### config.mk
export PLATFORM = sky130hd
export DESIGN_NAME = overwrite_newest_ring_fifo_core
export DESIGN_NICKNAME = d
export VERILOG_FILES = /design/src/design/onrf_pkg.sv /design/src/design/onrf_ram.sv /design/src/design/onrf_ptr.sv /design/src/design/overwrite_newest_ring_fifo_core.sv
export VERILOG_INCLUDE_DIRS = /design/src /design/src/design
export SDC_FILE = /design/constraint.sdc
export NUM_CORES = 1
export LEC_CHECK = 0
export BUFFER_PORTS_ARGS = -buffer_cell sky130_fd_sc_hd__buf_2
export CORE_MARGIN = 4
export CORE_UTILIZATION = 45
export CTS_CLUSTER_SIZE = 40
export DETAILED_ROUTE_END_ITERATION = 12
export PLACE_DENSITY = 0.66
export SKIP_LAST_GASP = 1
export SLEW_MARGIN = 10
export SYNTH_ARGS = -nofsm -noshare
export SYNTH_HDL_FRONTEND = slang
export SYNTH_SLANG_ARGS = --single-unit
### constraint.sdc
create_clock -name clk -period 6.7 [get_ports clk]
set_input_delay 1.34 -clock clk [delete_from_list [all_inputs] [get_ports clk]]
set_output_delay 1.34 -clock clk [all_outputs]
set_load 0.05 [all_outputs]
### src/design/overwrite_newest_ring_fifo_core_defines.svh
// Assertion macros used by the ring FIFO core design file.
`ifndef OVERWRITE_NEWEST_RING_FIFO_CORE_DEFINES_SVH
`define OVERWRITE_NEWEST_RING_FIFO_CORE_DEFINES_SVH

// Implication in the same cycle, sampled on clk and held off during reset.
`define ONRF_ASSERT_IMP(lbl, ante, cons, msg) \
    lbl: assert property (@(posedge clk) disable iff (!rst_n) (ante) |-> (cons)) \
        else $error(msg);

// Implication in the next cycle, sampled on clk and held off during reset.
`define ONRF_ASSERT_NXT(lbl, ante, cons, msg) \
    lbl: assert property (@(posedge clk) disable iff (!rst_n) (ante) |=> (cons)) \
        else $error(msg);

`endif

### src/design/onrf_pkg.sv
`timescale 1ns / 1ps

package onrf_pkg;

    // Storage geometry of the word store.
    localparam int DEPTH      = 16;
    localparam int DATA_WIDTH = 32;
    localparam int ADDR_W     = (DEPTH > 1) ? $clog2(DEPTH) : 1;

    // Queue size register and pointers; the size never exceeds sixteen slots.
    localparam int SIZE_W = 5;
    localparam int PTR_W  = SIZE_W - 1;
    localparam logic [SIZE_W-1:0] SIZE_MAX = SIZE_W'((DEPTH < 16) ? DEPTH : 16);

    // Configuration port.
    localparam int CFG_ADDR_W = 3;
    localparam int CFG_DATA_W = 32;
    localparam logic REG_QUEUE_SIZE = 1'b0;

    typedef enum logic [1:0] {
        ACT_PUT   = 2'd0,
        ACT_GET   = 2'd1,
        ACT_FLUSH = 2'd2,
        ACT_QUERY = 2'd3
    } action_t;

    typedef struct packed {
        action_t         action;
        logic [31:0]     data_in;
    } req_t;

    typedef struct packed {
        logic [31:0]       data_out;
        logic              was_empty;
        logic              overwrote;
        logic [SIZE_W-1:0] used_count;
        logic              is_full;
        logic              is_empty;
    } rsp_t;

    // Store access issued by the pointer logic for one request.
    typedef struct packed {
        logic              we;
        logic              re;
        logic [PTR_W-1:0]  slot;
        logic [31:0]       wdata;
    } mem_op_t;

    // Status of one request, known when the request is taken.
    typedef struct packed {
        logic              took_word;
        logic              was_empty;
        logic              overwrote;
        logic [SIZE_W-1:0] used_count;
        logic              is_full;
        logic              is_empty;
    } stat_t;

    // A written size of zero means one slot; sizes above the store are clipped.
    function automatic logic [SIZE_W-1:0] limit_size(input logic [SIZE_W-1:0] v);
        logic [SIZE_W-1:0] r;
        if (v == '0)
            r = SIZE_W'(1);
        else if (v > SIZE_MAX)
            r = SIZE_MAX;
        else
            r = v;
        return r;
    endfunction

endpackage

### src/design/onrf_ram.sv
`timescale 1ns / 1ps

module onrf_ram #(
    parameter int WIDTH = 32,
    parameter int DEPTH = 16
) (
    input  logic                                    clk,
    input  logic                                    we,
    input  logic [((DEPTH > 1) ? $clog2(DEPTH) : 1)-1:0] waddr,
    input  logic [WIDTH-1:0]                        wdata,
    input  logic                                    re,
    input  logic [((DEPTH > 1) ? $clog2(DEPTH) : 1)-1:0] raddr,
    output logic [WIDTH-1:0]                        rdata
);

    logic [WIDTH-1:0] mem [DEPTH];

    always_ff @(posedge clk)
    begin
        if (we)
        begin
            mem[waddr] <= wdata;
        end
        if (re)
        begin
            rdata <= mem[raddr];
        end
    end

endmodule

### src/design/onrf_ptr.sv
`timescale 1ns / 1ps

// Read and write pointers, the last-slot flag and the size register, with the
// next-state logic for one request.
module onrf_ptr (
    input  logic                          clk,
    input  logic                          rst_n,
    input  logic                          step,
    input  onrf_pkg::req_t                req,
    input  logic                          size_we,
    input  logic [onrf_pkg::SIZE_W-1:0]   size_wdata,
    output logic [onrf_pkg::SIZE_W-1:0]   queue_size,
    output onrf_pkg::mem_op_t             mem_op,
    output onrf_pkg::stat_t               stat
);

    logic [onrf_pkg::SIZE_W-1:0] size_reg;
    logic [onrf_pkg::PTR_W-1:0]  rd_ptr_reg, rd_ptr_next;
    logic [onrf_pkg::PTR_W-1:0]  wr_ptr_reg, wr_ptr_next;
    logic                        last_reg, last_next;

    logic [onrf_pkg::PTR_W-1:0]  wr_inc, wr_inc2, rd_inc;
    logic [onrf_pkg::SIZE_W-1:0] diff;

    // Advance a pointer by one slot, wrapping at the queue size.
    function automatic logic [onrf_pkg::PTR_W-1:0] wrap_inc(
        input logic [onrf_pkg::PTR_W-1:0]  p,
        input logic [onrf_pkg::SIZE_W-1:0] size
    );
        logic [onrf_pkg::SIZE_W-1:0] s;
        s = {1'b0, p} + onrf_pkg::SIZE_W'(1);
        return (s == size) ? '0 : s[onrf_pkg::PTR_W-1:0];
    endfunction

    assign wr_inc  = wrap_inc(wr_ptr_reg, size_reg);
    assign wr_inc2 = wrap_inc(wr_inc, size_reg);
    assign rd_inc  = wrap_inc(rd_ptr_reg, size_reg);

    always_comb
    begin
        rd_ptr_next    = rd_ptr_reg;
        wr_ptr_next    = wr_ptr_reg;
        last_next      = last_reg;
        mem_op.we      = 1'b0;
        mem_op.re      = 1'b0;
        mem_op.slot    = wr_ptr_reg;
        mem_op.wdata   = req.data_in;
        stat.took_word = 1'b0;
        stat.was_empty = 1'b0;
        stat.overwrote = 1'b0;

        unique case (req.action)
            onrf_pkg::ACT_PUT:
            begin
                mem_op.we = 1'b1;
                if (wr_inc == rd_ptr_reg)
                begin
                    // The slot under the write pointer is the last free one,
                    // or already holds the newest word.
                    stat.overwrote = last_reg;
                    last_next      = 1'b1;
                end
                else if (last_reg)
                begin
                    mem_op.slot = wr_inc;
                    if (wr_inc2 != rd_ptr_reg)
                    begin
                        last_next   = 1'b0;
                        wr_ptr_next = wr_inc2;
                    end
                    else
                    begin
                        wr_ptr_next = wr_inc;
                    end
                end
                else
                begin
                    wr_ptr_next = wr_inc;
                end
            end
            onrf_pkg::ACT_GET:
            begin
                mem_op.slot = rd_ptr_reg;
                if (wr_ptr_reg != rd_ptr_reg)
                begin
                    mem_op.re      = 1'b1;
                    stat.took_word = 1'b1;
                    rd_ptr_next    = rd_inc;
                end
                else if (last_reg)
                begin
                    mem_op.re      = 1'b1;
                    stat.took_word = 1'b1;
                    last_next      = 1'b0;
                end
                else
                begin
                    stat.was_empty = 1'b1;
                end
            end
            onrf_pkg::ACT_FLUSH:
            begin
                rd_ptr_next = wr_ptr_reg;
                last_next   = 1'b0;
            end
            onrf_pkg::ACT_QUERY:
            begin
            end
            default:
            begin
            end
        endcase

        diff = {1'b0, wr_ptr_next} - {1'b0, rd_ptr_next};
        if (wr_ptr_next < rd_ptr_next)
        begin
            diff = diff + size_reg;
        end
        stat.used_count = diff + onrf_pkg::SIZE_W'(last_next);
        stat.is_full    = (stat.used_count == size_reg);
        stat.is_empty   = (stat.used_count == '0);
    end

    always_ff @(posedge clk or negedge rst_n)
    begin
        if (!rst_n)
        begin
            size_reg   <= onrf_pkg::SIZE_MAX;
            rd_ptr_reg <= '0;
            wr_ptr_reg <= '0;
            last_reg   <= 1'b0;
        end
        else if (size_we)
        begin
            size_reg   <= onrf_pkg::limit_size(size_wdata);
            rd_ptr_reg <= '0;
            wr_ptr_reg <= '0;
            last_reg   <= 1'b0;
        end
        else if (step)
        begin
            rd_ptr_reg <= rd_ptr_next;
            wr_ptr_reg <= wr_ptr_next;
            last_reg   <= last_next;
        end
    end

    assign queue_size = size_reg;

endmodule

### src/design/overwrite_newest_ring_fifo_core.sv
// Ring FIFO that overwrites its newest word when a put finds it full.
// A taken request waits in S_READ for the word store read, then its response moves into the
// output register once that is free; no new request is taken until then.
// A response may wait in the output register while the next request is taken.
// Reset (rst_n, asynchronous, active low) empties the queue and sets the size to 16.
`timescale 1ns / 1ps
`include "overwrite_newest_ring_fifo_core_defines.svh"

module overwrite_newest_ring_fifo_core (
    input  logic                            clk,
    input  logic                            rst_n,
    // Request channel.
    input  logic                            req_valid,
    output logic                            req_ready,
    input  onrf_pkg::req_t                  req,
    // Response channel.
    output logic                            rsp_valid,
    input  logic                            rsp_ready,
    output onrf_pkg::rsp_t                  rsp,
    // Configuration port.
    input  logic                            psel,
    input  logic                            penable,
    input  logic                            pwrite,
    input  logic [onrf_pkg::CFG_ADDR_W-1:0] paddr,
    input  logic [onrf_pkg::CFG_DATA_W-1:0] pwdata,
    output logic [onrf_pkg::CFG_DATA_W-1:0] prdata,
    output logic                            pready
);

    // The controller is either free to take a request, or waiting for the
    // store read of the request it just took to land and move to the output.
    typedef enum logic [1:0] {
        S_IDLE = 2'b01,
        S_READ = 2'b10
    } state_t;

    state_t state_reg, state_next;

    logic                            step;
    logic                            size_we;
    logic [onrf_pkg::SIZE_W-1:0]     queue_size;
    onrf_pkg::mem_op_t               mem_op;
    onrf_pkg::stat_t                 stat;
    onrf_pkg::stat_t                 stat_reg;
    logic [onrf_pkg::DATA_WIDTH-1:0] rd_data;
    logic                            load_rsp;
    logic                            rsp_valid_reg, rsp_valid_next;
    onrf_pkg::rsp_t                  rsp_reg;

    // ------------------------------------------------------------------
    // Configuration port. Writes take effect at the access phase; the only
    // register is the queue size, and writing it empties the queue.
    // ------------------------------------------------------------------
    assign pready  = 1'b1;
    assign size_we = psel && penable && pwrite && pready
                     && (paddr[2] == onrf_pkg::REG_QUEUE_SIZE);
    assign prdata  = (paddr[2] == onrf_pkg::REG_QUEUE_SIZE)
                     ? onrf_pkg::CFG_DATA_W'(queue_size) : '0;

    // ------------------------------------------------------------------
    // Pointer logic. All pointer and flag updates for a request happen when it is
    // taken, so the store access and the fill status are settled then.
    // ------------------------------------------------------------------
    assign req_ready = (state_reg == S_IDLE);
    assign step      = req_valid && req_ready;

    onrf_ptr u_ptr (
        .clk        (clk),
        .rst_n      (rst_n),
        .step       (step),
        .req        (req),
        .size_we    (size_we),
        .size_wdata (pwdata[onrf_pkg::SIZE_W-1:0]),
        .queue_size (queue_size),
        .mem_op     (mem_op),
        .stat       (stat)
    );

    // ------------------------------------------------------------------
    // Word store. A put writes at the edge that takes the request; a get that
    // takes a word reads at that edge, and the read data holds until the next read.
    // ------------------------------------------------------------------
    onrf_ram #(
        .WIDTH (onrf_pkg::DATA_WIDTH),
        .DEPTH (onrf_pkg::DEPTH)
    ) u_ram (
        .clk   (clk),
        .we    (step && mem_op.we),
        .waddr (onrf_pkg::ADDR_W'(mem_op.slot)),
        .wdata (onrf_pkg::DATA_WIDTH'(mem_op.wdata)),
        .re    (step && mem_op.re),
        .raddr (onrf_pkg::ADDR_W'(mem_op.slot)),
        .rdata (rd_data)
    );

    // Status of the request in flight; payload only, so no reset.
    always_ff @(posedge clk)
    begin
        if (step)
        begin
            stat_reg <= stat;
        end
    end

    // ------------------------------------------------------------------
    // Control state machine and output register. In S_READ the response is
    // moved into the output register as soon as that register is free or
    // being drained.
    // ------------------------------------------------------------------
    assign load_rsp = (state_reg == S_READ) && (!rsp_valid_reg || rsp_ready);

    always_comb
    begin
        state_next = state_reg;
        unique case (state_reg)
            S_IDLE:
            begin
                if (step)
                begin
                    state_next = S_READ;
                end
            end
            S_READ:
            begin
                if (load_rsp)
                begin
                    state_next = S_IDLE;
                end
            end
            default:
            begin
                state_next = S_IDLE;
            end
        endcase
    end

    always_comb
    begin
        rsp_valid_next = rsp_valid_reg;
        if (load_rsp)
        begin
            rsp_valid_next = 1'b1;
        end
        else if (rsp_ready)
        begin
            rsp_valid_next = 1'b0;
        end
    end

    always_ff @(posedge clk or negedge rst_n)
    begin
        if (!rst_n)
        begin
            state_reg     <= S_IDLE;
            rsp_valid_reg <= 1'b0;
        end
        else
        begin
            state_reg     <= state_next;
            rsp_valid_reg <= rsp_valid_next;
        end
    end

    // A get that took no word reports zero data.
    always_ff @(posedge clk)
    begin
        if (load_rsp)
        begin
            rsp_reg.data_out   <= stat_reg.took_word ? 32'(rd_data) : '0;
            rsp_reg.was_empty  <= stat_reg.was_empty;
            rsp_reg.overwrote  <= stat_reg.overwrote;
            rsp_reg.used_count <= stat_reg.used_count;
            rsp_reg.is_full    <= stat_reg.is_full;
            rsp_reg.is_empty   <= stat_reg.is_empty;
        end
    end

    assign rsp_valid = rsp_valid_reg;
    assign rsp       = rsp_reg;

    // ------------------------------------------------------------------
    // Assertions.
    // ------------------------------------------------------------------
    `ONRF_ASSERT_NXT(a_take_waits_read, step, state_reg == S_READ,
        "taken request did not move to the read wait")
    `ONRF_ASSERT_NXT(a_read_holds, (state_reg == S_READ) && rsp_valid_reg && !rsp_ready,
        (state_reg == S_READ) && rsp_valid_reg, "pending response lost while output stalled")
    `ONRF_ASSERT_IMP(a_empty_get_clean, rsp_valid && rsp.was_empty,
        (rsp.data_out == '0) && !rsp.overwrote && !rsp.is_full, "empty get with data or flags")
    `ONRF_ASSERT_IMP(a_full_not_empty, rsp_valid && rsp.is_full,
        (rsp.used_count != '0) && !rsp.is_empty, "full response with zero count")

endmodule
# Yosys cells after proc, flatten, opt, wreduce, memory -nomap -nowiden
# Memory sizes are Yosys's and may differ from the RTL's. A register that Yosys moved wholly into a read port is not among the register bits.
# Index checks and enable logic that the tools add are counted.
[totals] word_cells=98 reg_bits=68 mem_bits_rw=512 memories=1
[op_classes] addsub=6 n_lt_le_gt_ge=2 reduce_logical=17 muxes=39 bitwise=2 eq_ne=13
[memory_table] memory="u_ram.mem" depth=16 width=32 read_ports=1 rd_clocked_by_memory_dff=1 write_ports=1 line_no="onrf_ram.sv:16" text="logic [WIDTH-1:0] mem [DEPTH];"
[ops] op="$mux 4" count=14
[ops] op="$eq 5x5->1" count=4
[ops] op="$mux 5" count=4
[ops] op="$pmux 4 s2" count=2
[ops] op="$add 4x1->5 const B" count=3
[ops] op="$mux 1" count=15
[ops] op="$logic_not 5->1" count=2
[ops] op="$ne 4x4->1" count=2
[ops] op="$logic_and 1x1->1" count=7
[ops] op="$add 5x1->5" count=1
[ops] op="$add 5x5->5" count=1
[ops] op="$gt 5x5->1 const B" count=1
[ops] op="$sub 4x4->5" count=1
[ops] op="$eq 2x1->1 const B" count=2
[ops] op="$eq 2x2->1 const B" count=2
[ops] op="$eq 4x4->1" count=1
[ops] op="$lt 4x4->1" count=1
[ops] op="$mux 2" count=2
[ops] op="$pmux 2 s2" count=1
[ops] op="$reduce_and 2->1" count=2
[ops] op="$reduce_bool 2->1" count=2
[ops] op="$pmux 1 s3" count=1
[ops] op="$logic_not 2->1" count=1
[ops] op="$ne 2x1->1 const B" count=1
[ops] op="other kinds (5)" count=6

# Depth between registers and ports, before layout
# Gate-level depths: netlist of run 1.
[depth] word_depth=16 ltp_mapped=34 mapped_depth_nobuf=31

# Hierarchy
# Synthesis of run 1 repeated with hierarchy kept, for this count alone.
[unflattened] hier_cells=1315 hier_area_um2=24908.9
[by_module_without_submodules] mod="onrf_ram" instances=1 cells_per_inst=838 area_each_um2=20155.6
[by_module_without_submodules] mod="onrf_ptr" instances=1 cells_per_inst=342 area_each_um2=2603.7
[by_module_without_submodules] mod="overwrite_newest_ring_fifo_core" instances=1 cells_per_inst=135 area_each_um2=2149.6

# Least setup slack after synthesis of run 1
# Ideal clock, no wire load.
[synth_path] kind="reg-to-reg" from="register u_ptr.wr_ptr_reg[0] (netlist bit)" to="register stat_reg[0] (netlist bit) (data pin)" stages_incl_launch_ff=33 setup_slack_ps=-205 setup_ps=139 t_arrival_ps=6766 path_cell_list="dfrtp_1 > ha_1 > buf_2 > o21ba_1 > a221o_1 > a211oi_2 > or2_2 > inv_1 > ha_1 > clkbuf_1 > o311ai_0 > a21o_1 > o211a_1 > and4b_1 > a21boi_1 > mux2_2 > a21oi_4 > nor2b_1 > a21oi_1 > o21a_1 > ha_1 > fa_1 > inv_1 > ha_1 > a21o_1 > a21oi_1 > xnor2_1 > o221ai_1 > nor2_1 > nand2_1 > xnor2_1 > or4_1 > nor2_1"
[synth_lines] item="start: declaration" line_no="onrf_ptr.sv:19" text="logic [onrf_pkg::PTR_W-1:0] wr_ptr_reg, wr_ptr_next;"
[synth_lines] item="start signal: assignment" line_no="onrf_ptr.sv:143" text="wr_ptr_reg <= wr_ptr_next;"
[synth_lines] item="end signal: assignment" line_no="overwrite_newest_ring_fifo_core.sv:101" text="stat_reg <= stat;"
[synth_lines] item="end: declaration" line_no="overwrite_newest_ring_fifo_core.sv:44" text="onrf_pkg::stat_t stat_reg;"

==> impl_results.md, run 1 <==
* Vias per inst at 5.674
* Drt drc at 0
* Num ports at 152
* Combinational family with the most area after synthesis: simple AND/OR/NAND/NOR gates
* Max-slew violations at 0
* Avg WL per Cell at 22.28 um
* DR pass1 iterations at 5
* Crit Path Category: reg -> reg
* CTS root buf: clkbuf_16
* Critical Path AT at 7.08 ns
* Mapped cell area at 25890 sq um
* Placed Area at 27310 sq um
* Synth Instances at 1772
* Setup Skew at 0.01743 ns
* Initial antenna violation count at 3
* Crit-path max cell delay at 0.54 ns
* DRT iter0 DRCs at 1378
* Die area at 61430 sq um
* Setup violators final at 0
* Slowest cell on crit path: fa_2
* Most frequent cells in the layout: 595 x edfxtp_1, 230 x nand2_1, 94 x buf_2, 85 x a211oi_1, 79 x and2_1
* Xor and xnor area share after synthesis at 1.218%
* Hold Slack at 0.4249 ns
* Relative slew margins at 29.93%
* Cell count after placement at 2569
* Max Cap Viol at 0
* Max Root-Sink Buffers at 3
* Highest clock rate at 151.2 MHz
* CTS H-tree depth at 2
* Synth top area share at 69.01%
* PD cells at 435.2 nW/um^2
* Mean Syn Cell Area at 14.61 sq um
* Mux share of post-synthesis cell area at 4.253%
* Post-synthesis compound-gate area fraction at 9.598%
* Synthesis-to-finish area growth at 13.90%
* Number of global-route vias before repair at 14842
* Vias at 15280
* Layout cell share with drive strength beyond 1 at 18.91%
* Min cycle time layout at 6.613 ns
* Crit-path most repeated cell: ha_4
* Post-Synth Simple-Gate Area at 9.888%
* Synth Flop Type: edfxtp_1
* Clock tree from TritonCTS: done
* Pleak at 0.01009 uW
* DIE WIDTH at 247.9 um
* Sequential share of the synthesized area at 70.66%
* Yosys cell types at 79
* EDFF count, synth at 595
* Synthesis Warnings at 0
* Critical path required time at 7.17 ns
* CP Capture Type: flop
* Adder-cell share of the synthesized area at 0.9762%
* Synth Register Bits at 612
* Hold Vio Cnt, Final at 0
* # rows at 87
* RD Place Congestion at 0.8586
* Top post-synthesis cells by area: edfxtp_1 69%, nand2_1 3.4%, mux2i_1 2.6%
* Crit start category: flop
* Most common cell after layout, fill and taps aside: edfxtp_1
* Reg clk slew, reported paths at 0.06 ns
* Period utilisation layout at 98.69%
* Min-delay worst type: reg -> reg
* Global-route wire length before repair at 89130 um
* Worst VDD drop at 498.2 uV
* Number of flip-flops in the largest register at 512
* Outcome: completed
* FILL cells at 4652
* Final ANT Viol Nets at 0
* Gr usage total at 19.01%
* GRT overflow at 0
* Port Buffers at 94
* Final non-filler cell total at 2693
* HPWL after detailed placement at 33110 um
* Fin area at 29490 sq um
* Synth area leader: edfxtp_1
* Worst slew pin tran at 1.051 ns
* Largest net degree at the start of global routing at 201
* Crit Path Max Fanout at 8
* CTS Buf Count at 61
* Post-synth ARST share at 2.778%
* Die height at 247.9 um
* RSZ-0062 raised after global routing: yes
* Clk sink count at 612
* Total Routed Length at 60010 um
* Clk Latency, worst-skew pair at 0.62 ns
* Core Region at 56710 sq um
* Initial Utilization at 45.65%
* Layout net count at 1981
repair_timing:
item / 4_1_cts / 5_1_grt
hold buffers: 0 / 0
resized for setup: 2 / 30
endpoints found under the setup margin: 2 / 2
pin swaps: 1 / 26
setup buffers: 1 / 9
through the flow:
stage,total power [uW],util (%),setup slack (ns),TNS [ns]
floorplan,8091,-,0.01100,0
global placement,9174,48.15,0.04060,0
detailed placement,9284,48.15,-0.1264,-0.1264
CTS,12620,51.60,0.01684,0
global route,13460,52.00,-0.1097,-0.1631
finish,12830,52.00,0.08750,0
synthesized netlist by cell type, drive strengths merged, types with 3 or more instances:
cell and number:
nor3 14, nand3 13, xor2 8, mux2 37, xnor2 25, dfrtp 15
a221o 35, nor2 49, inv 24, mux2i 68, nand4 4, and2 98
and3 68, nor2b 15, nand3b 4, buf 84, ha 17, a21boi 3
nand2 233, o21ai 25, o21a 4, a21oi 16, a31oi 66, clkbuf 56
edfxtp 595, nand2b 10, a211oi 100, a21o 4, or2 3, o32ai 32
metal layers:
metal	part of all wire (%)	GRT usage, %
met3	5.9	3.047
met4	2.6	6.122
met1	43	25.99
met5	0.025	0
met2	48	31.42
where the power goes:
group          total [uW]  internal (uW)  switching (uW)
combinational        4980           2030            2950
sequential           4550           4450            92.4
clock                3300           1910            1390
total               12800           8400            4440
worst max-delay path: cells and delay by family, from the launching register on:
| kind | cells | cell delay (ns) |
|---|---|---|
| AOI/OAI and AO/OA | 11 | 2.55 |
| xor gates and xnor gates | 2 | 0.30 |
| adders and majority gates | 4 | 1.10 |
| buffers and inverters | 4 | 0.40 |
| DFF | 1 | 0.41 |
| muxes | 2 | 0.35 |
| and+or+nand+nor | 6 | 1.32 |
kinds of logic after synthesis:
kind of cell | after synthesis
flops | 612
simple gates | 520
compound gates | 317
buf+inv | 164
mux | 105
xor+xnor | 33
fa+ha+maj | 19
other cells | 2
final timing paths:
path / startpoint / to / slack, ns / depth (start not counted)
max in group asynchronous: rst_n / state_reg[0] / 5.71 / 1
worst min-delay path: stat_reg[1] / rsp[1] / 0.42 / 0
worst max register to register: u_ptr.wr_ptr_reg[1] / stat_reg[0] / 0.09 / 29
worst min register to register: stat_reg[1] / rsp[1] / 0.42 / 0
min in group asynchronous: rst_n / u_ptr.queue_size[1] / 0.66 / 1
worst max-delay path: u_ptr.wr_ptr_reg[1] / stat_reg[0] / 0.09 / 29
final cells by class:
class | instances | area (sq um) | area share (%)
tap | 756 | 945.9 | 3.208
inverter | 24 | 90.09 | 0.3055
sequential | 612 | 18300 | 62.04
timing repair buffer | 165 | 1045 | 3.543
clock inverter | 35 | 300.3 | 1.018
antenna | 2 | 5.005 | 0.01697
multi-input combinational | 1022 | 7169 | 24.31
clock buffer | 77 | 1638 | 5.554
Power figures use the tool's default switching activity.
==> run 2: changes to the inputs <==
PLACE_DENSITY = 0.64   (was 0.66)
clock period = 6.2 ns   (was 6.7 ns; I/O delays follow)
==> impl_results.md, run 2 (synthesis gave the netlist of run 1 again) <==
* Crit start category: flop
* CTS root buf: clkbuf_16
* Crit Path Max Fanout at 5 (-3)
* Die height at 247.9 um (unchanged)
* RSZ-0062 raised after global routing: yes
* Relative slew margins at 38.96% (+9.0 points)
* Reg-to-reg startpoint: u_ptr.wr_ptr_reg[1]
* Drt drc at 0 (unchanged)
* Max-slew violations at 0 (unchanged)
* Initial Utilization at 45.65% (unchanged)
* FILL cells at 4568 (-1.8%)
* GRT overflow at 0 (unchanged)
* Avg WL per Cell at 22.51 um (+1.0%)
* Largest net degree at the start of global routing at 174 (-13%)
* Synthesis-to-finish area growth at 15.88%
* Most common cell after layout, fill and taps aside: edfxtp_1
* RD Place Congestion at 0.8484 (-1.2%)
* Num ports at 152 (unchanged)
* Min cycle time layout at 6.402 ns (-0.2110 ns)
* Reg clk slew, reported paths at 0.06 ns (about the same)
* HPWL after detailed placement at 33440 um (+0.97%)
* Highest clock rate at 156.2 MHz (+3.3%)
* Layout cell share with drive strength beyond 1 at 20.76% (+1.8 points)
* Max Cap Viol at 0 (unchanged)
* Vias per inst at 5.619 (-0.98%)
* Register area at 18300 sq um (unchanged)
* Port Buffers at 94 (unchanged)
* Slowest cell on crit path: fa_2
* DR pass1 iterations at 5 (unchanged)
* Fin area at 30000 sq um (+1.7%)
* Pleak at 0.01036 uW (+2.7%)
* Die area at 61430 sq um (unchanged)
* DRT iter0 DRCs at 1327 (-3.7%)
* Number of global-route vias before repair at 14982 (+0.94%)
* Placed Area at 27590 sq um (+1.0%)
* Crit-path max cell delay at 0.56 ns (+0.02 ns)
* Hold Vio Cnt, Final at 0 (unchanged)
* Worst slew pin tran at 0.9156 ns (-0.1355 ns)
* Final non-filler cell total at 2729 (+1.3%)
* CTS Buf Count at 66 (+8.2%)
* Setup violators final at 2 (+2)
* Worst hold stages at 0 (unchanged)
* CP Capture Type: flop
* Clk Latency, worst-skew pair at 0.61 ns (about the same)
* Total Routed Length at 61420 um (+2.4%)
* Clock tree from TritonCTS: done
* R2r worst-path depth at 29 (unchanged)
* # rows at 87 (unchanged)
* Outcome: finished, violations left
* Critical Path AT at 6.87 ns (-0.21 ns)
* Area of the multi-input gates at 7211 sq um (+0.58%)
* Critical path required time at 6.67 ns (-0.50 ns)
* Most frequent cells in the layout: 595 x edfxtp_1, 230 x nand2_1, 94 x buf_2, 92 x buf_4, 84 x a211oi_1
* Setup Skew at 0.03391 ns (+0.01648 ns)
* DIE WIDTH at 247.9 um (unchanged)
* Failing checks: setup timing
* Period utilisation layout at 103.3% (+4.6 points)
* Fin worst setup slack at -0.2015 ns (-0.2890 ns)
* Gr usage total at 19.76% (+0.75 points)
* CTS H-tree depth at 3 (+1)
* Layout net count at 2012 (+1.6%)
* Max Root-Sink Buffers at 3 (unchanged)
* Setup_tns at -0.2720 ns (-0.2720 ns)
* Clk sink count at 612 (unchanged)
* Crit Path Category: reg -> reg
* Min-delay worst type: reg -> reg
* Pwr Total at 14550 uW (+13%)
* PD cells at 484.9 nW/um^2 (+11%)
* Initial antenna violation count at 9 (+6)
* Final core occ at 52.90% (+0.90 points)
* Min-delay src: stat_reg[6]
* Cell count after placement at 2593 (+0.93%)
* Number of flip-flops in the largest register at 512 (unchanged)
* Core Region at 56710 sq um (unchanged)
* Worst VDD drop at 478.8 uV (-3.9%)
* Global-route wire length before repair at 91410 um (+2.6%)
* Final ANT Viol Nets at 0 (unchanged)
* Crit-path most repeated cell: ha_4
* CP Launch Point: u_ptr.wr_ptr_reg[1]
* Vias at 15333 (+0.35%)
==> run 2: worst paths after layout <==
path | slack [ns] | endpoint
worst max-delay path | -0.20 | stat_reg[0]
worst min-delay path | 0.42 | rsp[6]
worst max register to register | -0.20 | stat_reg[0]
worst min register to register | 0.42 | rsp[6]
max in group asynchronous | 5.29 | state_reg[0]
min in group asynchronous | 0.55 | u_ptr.queue_size[0]
==> run 2: what timing repair did <==
item | 4_1_cts | 5_1_grt
pin swaps | 8 | 8
setup endpoints to repair | 2 | 6
gates resized for setup | 6 | 14
setup buffers | 8 | 4
hold buffers | 0 | 0
==> run 2: cell type report <==
type	count	share of cell area, %
repair buffers	191	4.204
multi-input cells	1022	24.03
diodes	3	0.02502
clock inverters	35	1.335
well taps	756	3.153
flip-flops and latches	612	60.98
clock buffers	86	5.968
inverters	24	0.3003
==> run 2: power breakdown <==
part / internal, uW / switching [uW] / total (uW)
logic: 2410 / 3260 / 5670
registers: 4810 / 91.7 / 4900
clock network: 2350 / 1620 / 3970
==> run 2: critical path: cells and delay by family (launching register included) <==
| family | cells | cell delay [ns] |
|---|---|---|
| flops | 1 | 0.41 |
| simple gates | 7 | 1.39 |
| buf+inv | 2 | 0.10 |
| fa+ha+maj | 5 | 1.29 |
| compound gates | 13 | 2.76 |
| xor+xnor | 2 | 0.30 |
==> run 2: through the flow <==
step                hold slack, ns  worst slack, ns
floorplan                   0.4003          -0.2896
global placement            0.4024          -0.1356
detailed placement          0.4054          -0.2079
CTS                         0.4197          -0.1601
global route                0.4210          -0.4199
finish                      0.4179          -0.2015
==> run 2: metal layers <==
layer  routed length, um  part of all wire (%)  GRT usage (%)
met4                1415                   2.3          6.355
met2               28730                    47          31.52
met1               27470                    45          27.77
met5                  30                 0.049              0
met3                3776                   6.1          3.576
